--- src/rtl/soa_ram.sv ---
`default_nettype none
module soa_ram #(
  parameter int unsigned WIDTH = 8,
  parameter int unsigned DEPTH = 16
) (
  input  wire logic                     clk,
  input  wire logic                     we,
  input  wire logic [$clog2(DEPTH)-1:0] waddr,
  input  wire logic [WIDTH-1:0]         wdata,
  input  wire logic [$clog2(DEPTH)-1:0] raddr,
  output logic      [WIDTH-1:0]         rdata
);

  logic [WIDTH-1:0] mem [DEPTH];

  // single write port, registered read
  always_ff @(posedge clk) begin
    if (we) mem[waddr] <= wdata;
    rdata <= mem[raddr];
  end

endmodule
`default_nettype wire

--- config.mk ---
export PLATFORM = sky130hd
export DESIGN_NAME = soa_ram
export DESIGN_NICKNAME = d
export VERILOG_FILES = /design/src/rtl/soa_ram.sv
export SDC_FILE = /design/constraint.sdc
export NUM_CORES = 1
export LEC_CHECK = 0
export BUFFER_PORTS_ARGS = -buffer_cell sky130_fd_sc_hd__buf_2
export CAP_MARGIN = 20
export CORE_MARGIN = 2
export CORE_UTILIZATION = 35
export CTS_CLUSTER_SIZE = 28
export DETAILED_ROUTE_END_ITERATION = 7
export GPL_TIMING_DRIVEN = 0
export SKIP_LAST_GASP = 1
export SLEW_MARGIN = 20
export SYNTH_ARGS = -nofsm -noshare
export SYNTH_HDL_FRONTEND = slang
export SYNTH_SLANG_ARGS = --single-unit
--- constraint.sdc ---
create_clock -name clk -period 1.4 [get_ports clk]
set_input_delay 0 -clock clk [delete_from_list [all_inputs] [get_ports clk]]
set_output_delay 0 -clock clk [all_outputs]
set_load 0.01 [all_outputs]
==> summary.md, run 1 <==
| Metric | Value |
|---|---|
| Adder-cell share of the synthesized area | `0%` |
| Placed cell area | `0.00552 mm^2` |
| TritonCTS buffer count | `17` |
| Area growth, synth to finish | `20.4%` |
| Yosys cell types | `19` |
| FILL cells | `1271` |
| Antenna fix cells | `0` |
| Min-delay src | `wdata[1]` |
| Via/cell ratio | `around 5.1` |
| Crit-path max FO | `1` |
| Gr usage total | `13.6%` |
| CTS tree | `done` |
| Hold crit path type | `input pin to flip-flop` |
| Top-area cell type share of the netlist area | `between 70 and 80%` |
| Final setup fails | `1` |
| Final hold vios | `0` |
| Setup crit start kind | `flip-flop` |
| Synth top cells by count | `edfxtp_1 (128), mux4_2 (18), a22oi_1 (16), mux4_1 (14), nor2_1 (13)` |
| DR WL/cell | `~22 um` |
| CTS max path bufs | `2` |
| EDFF count, synth | `128` |
| CTS Sinks | `roughly 140` |
| Layout cells sized above 1 | `34.1%` |
| # DRC | `0` |
| Min Tclk post-route | `1.41 ns` |
| Seq pwr share | `approximately 48%` |
| First drt pass iteration count | `6` |
| Synth Area per Inst | `approximately 22 um^2` |
| GRT overflow | `0` |
| Vias | `2414` |
| Final core utilization | `between 40 and 50%` |
| Setup repair bufs after CTS | `0` |
| Dpl hpwl | `6310 um` |
| Max-Cap Viols | `0` |
| H-tree Lvls | `4` |
| Worst setup endpoint | `rdata[0]$_DFF_P_` |
| Synth area leader | `edfxtp_1` |
| Initial Util | `35.7%` |
| Peak Freq | `711 MHz` |
| Design area | `a little over 0.006 mm^2` |
| Actual slew at the worst max-slew pin | `~0.85 ns` |
| WP data arrival | `1.69 ns` |
| FF+latch count, synth | `about 140` |
| Core ar. | `approximately 0.014 mm^2` |
| First-pass GRT wire length | `15200 um` |
| Worst vdd ir | `roughly 0.0010 V` |
| Clock group share of total power | `between 40% and 50%` |
| Pwr Density | `approximately 1500 mW/mm^2` |
| Crit path capture type | `flip-flop` |
| Register area share after synthesis | `between 70% and 80%` |
| Switching share of power | `21.0%` |
| I/O pins | `26` |
| RD Place Congestion | `0.782` |
| Die area | `between 0.015 and 0.02 mm^2` |
| Crit-path max cell delay | `0.50 ns` |
| CTS root buffer | `clkbuf_16` |
| Total wire length | `a little over 10000 um` |
| Worst Reg2Reg Path Length in Cells | `3` |
| Prevailing post-synth register cell | `edfxtp_1` |
| Worst r2r dst | `rdata[0]$_DFF_P_` |
| Slew Viols, Final | `0` |
| Number of nets in the layout | `296` |
| Post-synthesis simple-gate area fraction | `roughly 3.2%` |
| Clock-pin transition on the worst setup and hold timing paths | `about 0.06 ns` |
| Most numerous cell in the Yosys netlist | `edfxtp_1` |
| Post-place setup slack | `-0.288 ns` |
| Syn nets | `247` |
| Crit Path Category | `flip-flop to flip-flop` |
| Syn. warnings | `0` |
| Largest family of logic cells by synthesized area | `multiplexers` |
| Area contributors post-synth | `edfxtp_1 (75%), mux4_2 (7.9%), mux4_1 (7.1%), dfxtp_1 (3.1%), a22oi_1 (2.3%)` |
| Worst Clk Skew | `just under 0.008 ns` |
| Multiplexer share of the synthesized area | `15.0%` |
| RSZ-0062 raised after global routing | `true` |
| Rows | `44` |
| LEAKAGE | `between 2 and 2.5 nW` |
| Critical R2R Launch | `mem[11][0]$_DFFE_PP_` |
| Final ANT Viol Nets | `0` |
| Cells after Synth | `about 230` |
| Status | `complete, but fails checks` |
| Die W | `125 um` |
| Worst rel slew slack | `43.4%` |
| CP required | `1.69 ns` |
| Synth Area in Compound Gates | `under 10%` |
| Power Total | `approximately 0.0096 W` |
| R2R setup slack | `-0.007 ns` |
| Setup ws final | `-0.00735 ns` |
| Setup_tns | `-0.00735 ns` |
| Net Sw Power | `between 0.002 and 0.0025 W` |
| Port buffer count | `24` |
| Initial antenna violation count | `0` |
| Combinational power share | `5.0%` |
| Post-Syn Area | `~0.005 mm^2` |
| Tcrit/Tclk final | `101%` |
| Clk_lat worst skew | `slightly above 0.4 ns` |
| Iter 0 DRT Violations | `200` |
| Failing checks | `setup timing` |
| Vias in the first global route | `2458` |
| Int Pwr | `about 0.0076 W` |
| Post-Synth XOR/XNOR Area | `0%` |
| CP max-delay cell | `mux4_2` |
| Crit path launch | `mem[11][0]$_DFFE_PP_` |
| Critical path, cell by cell | `mux4_2 > a22oi_1 > nand2_1` |
| FFs w/ async S/R, synth | `0%` |
| Largest net degree at the start of global routing | `17` |
| Die extent in y | `125 um` |
## flip-flops by register name, summed over array words and instances (netlist names)
name	flops
rdata	8
mem	128
## how the worst min path moves through the flow
| stage | slack [ns] | end | cells past startpoint |
|---|---|---|---|
| detailed placement | 0.40 | rdata[3] | 1 |
| global placement | 0.40 | rdata[5] | 1 |
| CTS | 0.003 | mem[1][1]$_DFFE_PP_ | 1 |
| global route | 0.009 | mem[0][1]$_DFFE_PP_ | 1 |
| floorplan | 0.1 | mem[0][0]$_DFFE_PP_ | 0 |
| finish | 0.01 | mem[0][1]$_DFFE_PP_ | 1 |
## layer usage
layer	part of all wire, %	track usage, %	vias to the layer above
met2	49	21.5	81
met4	0.85	3.53	0
met1	44	18.4	1260
met3	6.3	4.49	9
met5	0	0	-
li1	-	-	1064
## power groups by stage
stage | logic [W] | registers (W) | clock network [W]
6_report | 0.000478 | 0.00457 | 0.00451
2_1_floorplan | 0.000231 | 0.00467 | 0
3_5_place_dp | 0.000454 | 0.00466 | 0
5_1_grt | 0.000514 | 0.00458 | 0.00477
3_3_place_gp | 0.000445 | 0.00465 | 0
4_1_cts | 0.000475 | 0.00457 | 0.00455
## metrics by stage
step | hold slack (ns) | instances
after floorplan | 0.0989 | 229
after global placement | 0.400 | 437
after detailed placement | 0.401 | 437
after CTS | 0.00334 | 474
after global routing | 0.00873 | 474
final | 0.0141 | 474
## critical path, delay by kind of cell, from the launching register on
kind               cells  cell delay [ns]
and+or+nand+nor        1             0.10
DFF                    1             0.36
AOI/OAI and AO/OA      1             0.33
muxes                  1             0.50
## final cells by class
class / instances / area, um^2 / share of cell area, %
timing repair buffer: 30 / 180 / 2.91
sequential: 136 / 4000 / 64.6
multi-input combinational: 83 / 1100 / 17.7
clock inverter: 14 / 175 / 2.83
clock buffer: 17 / 425 / 6.86
buffer: 10 / 86.3 / 1.39
tap: 184 / 230 / 3.71
## layout by cell type (no fill, tap or decap)
| cell type | instances |
|---|---|
| mux4_1 | 10 |
| edfxtp_1 | 128 |
| nand3b_1 | 2 |
| mux4_2 | 22 |
| and2b_1 | 1 |
| buf_4 | 1 |
| nand2_1 | 9 |
| dfxtp_1 | 8 |
| nor2b_1 | 1 |
| clkdlybuf4s25_2 | 3 |
| nand3_1 | 1 |
| dlygate4sd3_1 | 6 |
| buf_6 | 3 |
| and2_1 | 1 |
| nor3_2 | 4 |
| nor2_1 | 13 |
| a22oi_1 | 9 |
| clkinv_2 | 2 |
| clkbuf_16 | 17 |
| inv_6 | 3 |
| nand2b_1 | 2 |
| clkinv_4 | 3 |
| a22oi_2 | 7 |
| or3b_2 | 1 |
| buf_2 | 27 |
| bufinv_16 | 3 |
| clkinvlp_4 | 3 |
## repair_timing
action	in CTS	in global routing
gates resized for setup	3	8
cloned	0	0
hold buffers	6	0
pin swaps	0	2
hold endpoints to repair	69	0
endpoints found under the setup margin	4	6
## kinds of logic after synthesis
group | count (synthesis)
DFF | 136
AOI/OAI and AO/OA | 16
muxes | 32
and+or+nand+nor | 35
buffers and inverters | 10
Power figures use the tool's default switching activity.
==> run 2: changes to the inputs <==
Settings changed: CTS_CLUSTER_DIAMETER set to 100, TNS_END_PERCENT set to 30.
==> run 2 against run 1 <==
The flow still finishes with violations (setup timing); routed wire length fell by 1.4%; utilization hardly changed; global-route usage about the same; via count down 0.29%; critical path depth stayed put; combinational power is 3% lower; register-to-register slack got worse by 0.03 ns; sequential power is essentially flat; die area did not move; highest routed layer unchanged; largest cell class unchanged.
==> summary.md, run 2 (synthesis gave the netlist of run 1 again) <==
| Metric | Value |
|---|---|
| Status | `complete, but fails checks` |
| Failing checks | `setup timing` |
| CTS root buffer | `clkbuf_16` |
| Area growth, synth to finish | `20.3% (about the same)` |
| Antenna fix cells | `0 (unchanged)` |
| First-pass GRT wire length | `15200 um (about the same)` |
| Die W | `125 um (unchanged)` |
| FILL cells | `1273 (+0.16%)` |
| Commonest non-fill, non-tap cell in the layout | `edfxtp_1` |
| Critical path, cell by cell | `mux4_1 > a22oi_1 > nand2_1` |
| Vias | `2407 (-0.29%)` |
| First drt pass iteration count | `7 (+1)` |
| Port buffer count | `24 (unchanged)` |
| Setup crit start kind | `flip-flop` |
| Layout Cells excl Fill | `474 (unchanged)` |
| Number of nets in the layout | `296 (unchanged)` |
| Slew Viols, Final | `0 (unchanged)` |
| Min Tclk post-route | `1.44 ns (+0.0288 ns)` |
| # DRC | `0 (unchanged)` |
| Area of the multi-input gates | `0.00109 mm^2 (-0.46%)` |
| LEAKAGE | `2.06 nW (+0.74%)` |
| TritonCTS buffer count | `17 (unchanged)` |
| Layout cells sized above 1 | `31.4% (-2.8 points)` |
| Final hold vios | `0 (unchanged)` |
| Worst Clk Skew | `0.00650 ns (-0.00145 ns)` |
| Core ar. | `0.0144 mm^2 (unchanged)` |
| Largest Register | `mem` |
| Worst vdd ir | `0.00104 V (+0.26%)` |
| Setup repair bufs after CTS | `0 (unchanged)` |
| Crit path capture type | `flip-flop` |
| CP required | `1.68 ns (about the same)` |
| Initial Util | `35.7% (unchanged)` |
| Most frequent cells in the layout | `edfxtp_1 (128), buf_2 (27), mux4_2 (18)` |
| Iter 0 DRT Violations | `181 (-9.5%)` |
| Worst rel slew slack | `44.0% (+0.66 points)` |
| Initial antenna violation count | `0 (unchanged)` |
| Actual slew at the worst max-slew pin | `0.836 ns (-0.00990 ns)` |
| Final core utilization | `42.9% (about the same)` |
| Hold crit path type | `input pin to flip-flop` |
| RD Place Congestion | `0.782 (unchanged)` |
| Pwr Density | `1540 mW/mm^2 (-0.25%)` |
| Setup ws final | `-0.0361 ns (-0.0288 ns)` |
| Vias in the first global route | `2459 (+0.041%)` |
| Crit-path max cell delay | `0.56 ns (+0.06 ns)` |
| Via/cell ratio | `5.08 (-0.29%)` |
| Dpl hpwl | `6310 um (unchanged)` |
| Max-Cap Viols | `0 (unchanged)` |
| I/O pins | `26 (unchanged)` |
| CTS max path bufs | `2 (unchanged)` |
| Die area | `0.0157 mm^2 (unchanged)` |
| GRT overflow | `0 (unchanged)` |
| H-tree Lvls | `4 (unchanged)` |
| DR WL/cell | `21.2 um (-1.4%)` |
| Tcrit/Tclk final | `103% (+2.1 points)` |
| Largest net degree at the start of global routing | `17 (unchanged)` |
| CTS tree | `done` |
| Worst Reg2Reg Path Length in Cells | `3 (unchanged)` |
| Crit Path Category | `flip-flop to flip-flop` |
| WHS Path Cells | `1 (unchanged)` |
| Gr usage total | `13.6% (about the same)` |
| Register area | `0.00400 mm^2 (unchanged)` |
| Clock-pin transition on the worst setup and hold timing paths | `0.06 ns (about the same)` |
| Largest regs | `mem (128), rdata (8)` |
| CP max-delay cell | `mux4_1` |
| Placed insts | `437 (unchanged)` |
| WP data arrival | `1.72 ns (+0.03 ns)` |
| Rows | `44 (unchanged)` |
| CTS Sinks | `136 (unchanged)` |
| Clk_lat worst skew | `0.41 ns (about the same)` |
| Crit-path max FO | `1 (unchanged)` |
| Die extent in y | `125 um (unchanged)` |
| Max reg flops | `128 (unchanged)` |
| Peak Freq | `696 MHz (-2.0%)` |
| RSZ-0062 raised after global routing | `true` |
| Final setup fails | `2 (+1)` |
| Final ANT Viol Nets | `0 (unchanged)` |
| Setup_tns | `-0.0571 ns (-0.0498 ns)` |
| Post-place setup slack | `-0.288 ns (unchanged)` |
| Total wire length | `10100 um (-1.4%)` |
run 2: changes by cell type in the layout (fill, tap and decap cells not counted):
cell	previous run	this run
a22oi_2	7	3
mux4_1	10	14
mux4_2	22	18
a22oi_1	9	13
run 2: stage by stage:
stage	hold WS [ns]	power (W)	area [um^2]
final	0.0177	0.00953	6190
after floorplan	0.0989	0.00490	5150
after global routing	0.00873	0.00985	6190
after detailed placement	0.401	0.00511	5520
after global placement	0.400	0.00510	5500
after CTS	0.00334	0.00960	6190
run 2: layer usage:
metal	wire length (um)	part of all wire (%)	track usage [%]
met5	0	0	0
met4	79	0.79	3.53
met1	4420	44	18.3
met2	4860	48	21.5
met3	694	6.9	4.49
run 2: report_power, final:
part,switching [W],leakage (nW),total [W],internal (W)
clock,0.00169,0.286,0.00449,0.00280
combinational,0.000271,0.546,0.000466,0.000195
sequential,0.0000202,1.22,0.00457,0.00455
run 2: worst max-delay path, delay by kind of cell (launching register included):
family,cells,cell delay [ns]
AOI/OAI and AO/OA,1,0.29
DFF,1,0.35
muxes,1,0.56
and+or+nand+nor,1,0.11
run 2: layout make-up:
type                            instances  area share [%]
Tap cell                              184            3.72
Multi-Input combinational cell         83            17.6
Buffer                                 10            1.39
Timing Repair Buffer                   30            2.91
Clock buffer                           17            6.87
Sequential cell                       136            64.6
Clock inverter                         14            2.83
run 2: worst paths after layout:
check | start | to | slack [ns]
max | mem[1][3]$_DFFE_PP_ | rdata[3]$_DFF_P_ | -0.04
min | wdata[1] | mem[1][1]$_DFFE_PP_ | 0.02
max reg2reg | mem[1][3]$_DFFE_PP_ | rdata[3]$_DFF_P_ | -0.04
min reg2reg | mem[15][1]$_DFFE_PP_ | rdata[1]$_DFF_P_ | 0.67
run 2: timing repair:
item	CTS	global route
hold buffers	6	0
gates resized for setup	2	1
pin swaps	0	1
endpoints found under the hold margin	69	0
setup endpoints to repair	4	7
==> run 3: changes to the inputs <==
Clock period 1.4 ns to 1.7 ns, I/O delays scaled along.
==> run 3 against run 2 <==
Sequential power fell by 18%; clock power shrank 20%; setup slack improved by 0.27 ns; critical endpoint is now rdata[0]$_DFF_P_; routed wire length increased by 1.4%; the run now ends clean; register-to-register slack gained 0.27 ns; highest routed layer unchanged; largest cell class unchanged; clock skew barely moved; first-iteration DRC count increased by 36%; maximum frequency down 2.2%; non-clock buffer count shrank 2; worst hold slack got worse by 0.017 ns.
==> summary.md, run 3 (synthesis gave the netlist of run 1 again) <==
| Metric | Value |
|---|---|
| Status | `finished clean` |
| Number of nets in the layout | `294 (-0.68%)` |
| Via/cell ratio | `5.06 (-0.41%)` |
| Antenna fix cells | `0 (unchanged)` |
| First-pass GRT wire length | `15200 um (about the same)` |
| Commonest non-fill, non-tap cell in the layout | `edfxtp_1` |
| Placed insts | `437 (unchanged)` |
| Layout Cells excl Fill | `472 (-0.42%)` |
| Crit Path Category | `flip-flop to flip-flop` |
| Die area | `0.0157 mm^2 (unchanged)` |
| Max reg flops | `128 (unchanged)` |
| Setup ws final | `0.232 ns (+0.268 ns)` |
| Iter 0 DRT Violations | `247 (+36%)` |
| Worst rel slew slack | `40.7% (-3.3 points)` |
| Peak Freq | `681 MHz (-2.2%)` |
| Rows | `44 (unchanged)` |
| Crit path capture type | `flip-flop` |
| Die extent in y | `125 um (unchanged)` |
| Hold_ws | `0.000816 ns (-0.0169 ns)` |
| Pwr Density | `1260 mW/mm^2 (-18%)` |
| Die W | `125 um (unchanged)` |
| Layout cells sized above 1 | `29.5% (-1.9 points)` |
| Crit-path max FO | `1 (unchanged)` |
| Initial antenna violation count | `0 (unchanged)` |
| Area growth, synth to finish | `19.3%` |
| First drt pass iteration count | `4 (-3)` |
| Post-place setup slack | `-0.0402 ns (+0.248 ns)` |
| Vias | `2387 (-0.83%)` |
| Slew Viols, Final | `0 (unchanged)` |
| Largest Register | `mem` |
| I/O pins | `26 (unchanged)` |
| CP required | `1.99 ns (+0.31 ns)` |
| Final core utilization | `42.6% (-0.36 points)` |
| Final hold vios | `0 (unchanged)` |
| Setup repair bufs after CTS | `0 (unchanged)` |
| Most frequent cells in the layout | `edfxtp_1 (128), buf_2 (27), mux4_2 (18)` |
| CTS max path bufs | `2 (unchanged)` |
| Port buffer count | `24 (unchanged)` |
| Hold crit path type | `input pin to flip-flop` |
| Largest net degree at the start of global routing | `17 (unchanged)` |
| RSZ-0062 raised after global routing | `false` |
| # DRC | `0 (unchanged)` |
| Core ar. | `0.0144 mm^2 (unchanged)` |
| Final ANT Viol Nets | `0 (unchanged)` |
| GRT overflow | `0 (unchanged)` |
| Total wire length | `10200 um (+1.4%)` |
| Clock-pin transition on the worst setup and hold timing paths | `0.05 ns (about the same)` |
| DR WL/cell | `21.6 um (+1.8%)` |
| Actual slew at the worst max-slew pin | `0.886 ns (+0.0493 ns)` |
| Tcrit/Tclk final | `86.3% (-16 points)` |
| Final setup fails | `0 (-2)` |
| Vias in the first global route | `2504 (+1.8%)` |
| Dpl hpwl | `6530 um (+3.6%)` |
| WP data arrival | `1.75 ns (+0.03 ns)` |
| Gr usage total | `13.9% (+0.28 points)` |
| CTS tree | `done` |
| Worst Clk Skew | `0.00650 ns (-0.0000000300 ns)` |
| LEAKAGE | `2.03 nW (-1.1%)` |
| RD Place Congestion | `0.798 (+2.0%)` |
| TritonCTS buffer count | `17 (unchanged)` |
| Largest regs | `mem (128), rdata (8)` |
| Clk_lat worst skew | `0.41 ns (about the same)` |
| Max-Cap Viols | `0 (unchanged)` |
| Initial Util | `35.7% (unchanged)` |
| CTS resizes | `0 (-2)` |
| CTS Sinks | `136 (unchanged)` |
| CTS root buffer | `clkbuf_16` |
| Worst vdd ir | `0.000679 V (-35%)` |
| Min Tclk post-route | `1.47 ns (+0.0318 ns)` |
| H-tree Lvls | `4 (unchanged)` |
| Setup crit start kind | `flip-flop` |
run 3: cell types whose count changed in the layout (fill, tap and decap cells not counted):
cell	previous run	this run
a22oi_2	3	0
inv_6	3	0
clkinv_4	3	2
clkinvlp_4	3	4
dlygate4sd3_1	6	4
a22oi_1	13	16
clkinv_1	0	3
run 3: metal layers:
layer,global-route usage [%],wire length (um)
met2,21.5,5080
met5,0,0
met4,4.38,125
met3,5.22,760
met1,18.2,4220
run 3: timing repair:
action / CTS / global route
setup endpoints to repair: 0 / 0
hold buffers: 4 / 0
hold endpoints to repair: 57 / 0
run 3: per-stage QoR:
step           total power, W  setup TNS (ns)  cell area [um^2]
2_1_floorplan         0.00404               0              5150
3_3_place_gp          0.00420           -5.92              5500
3_5_place_dp          0.00422          -0.486              5520
4_1_cts               0.00780               0              6140
5_1_grt               0.00799               0              6140
6_report              0.00774               0              6140
run 3: power breakdown:
part           internal (W)  switching [W]  total (W)  leakage [nW]
Combinational      0.000155       0.000221   0.000376         0.536
Sequential          0.00375      0.0000177    0.00377          1.22
Clock               0.00228        0.00132    0.00359         0.273
run 3: final timing paths:
kind	depth (start not counted)	slack [ns]	to	start
setup / recovery	3	0.23	rdata[0]$_DFF_P_	mem[1][0]$_DFFE_PP_
hold / removal	1	0.0008	mem[3][2]$_DFFE_PP_	wdata[2]
setup reg to reg	3	0.23	rdata[0]$_DFF_P_	mem[1][0]$_DFFE_PP_
hold reg to reg	3	0.67	rdata[3]$_DFF_P_	mem[12][3]$_DFFE_PP_
run 3: cell type report:
type | count | area [um^2]
timing repair buffer | 28 | 160
buffer | 10 | 86.3
clock inverter | 14 | 159
sequential | 136 | 4000
tap | 184 | 230
multi-input combinational | 83 | 1080
fill | 1252 | 8280
clock buffer | 17 | 425
run 3: worst max-delay path: stages, from the launching register on:
cell and delay (ns):
edfxtp_1 0.35, mux4_1 0.51, a22oi_1 0.37, nand2_1 0.11
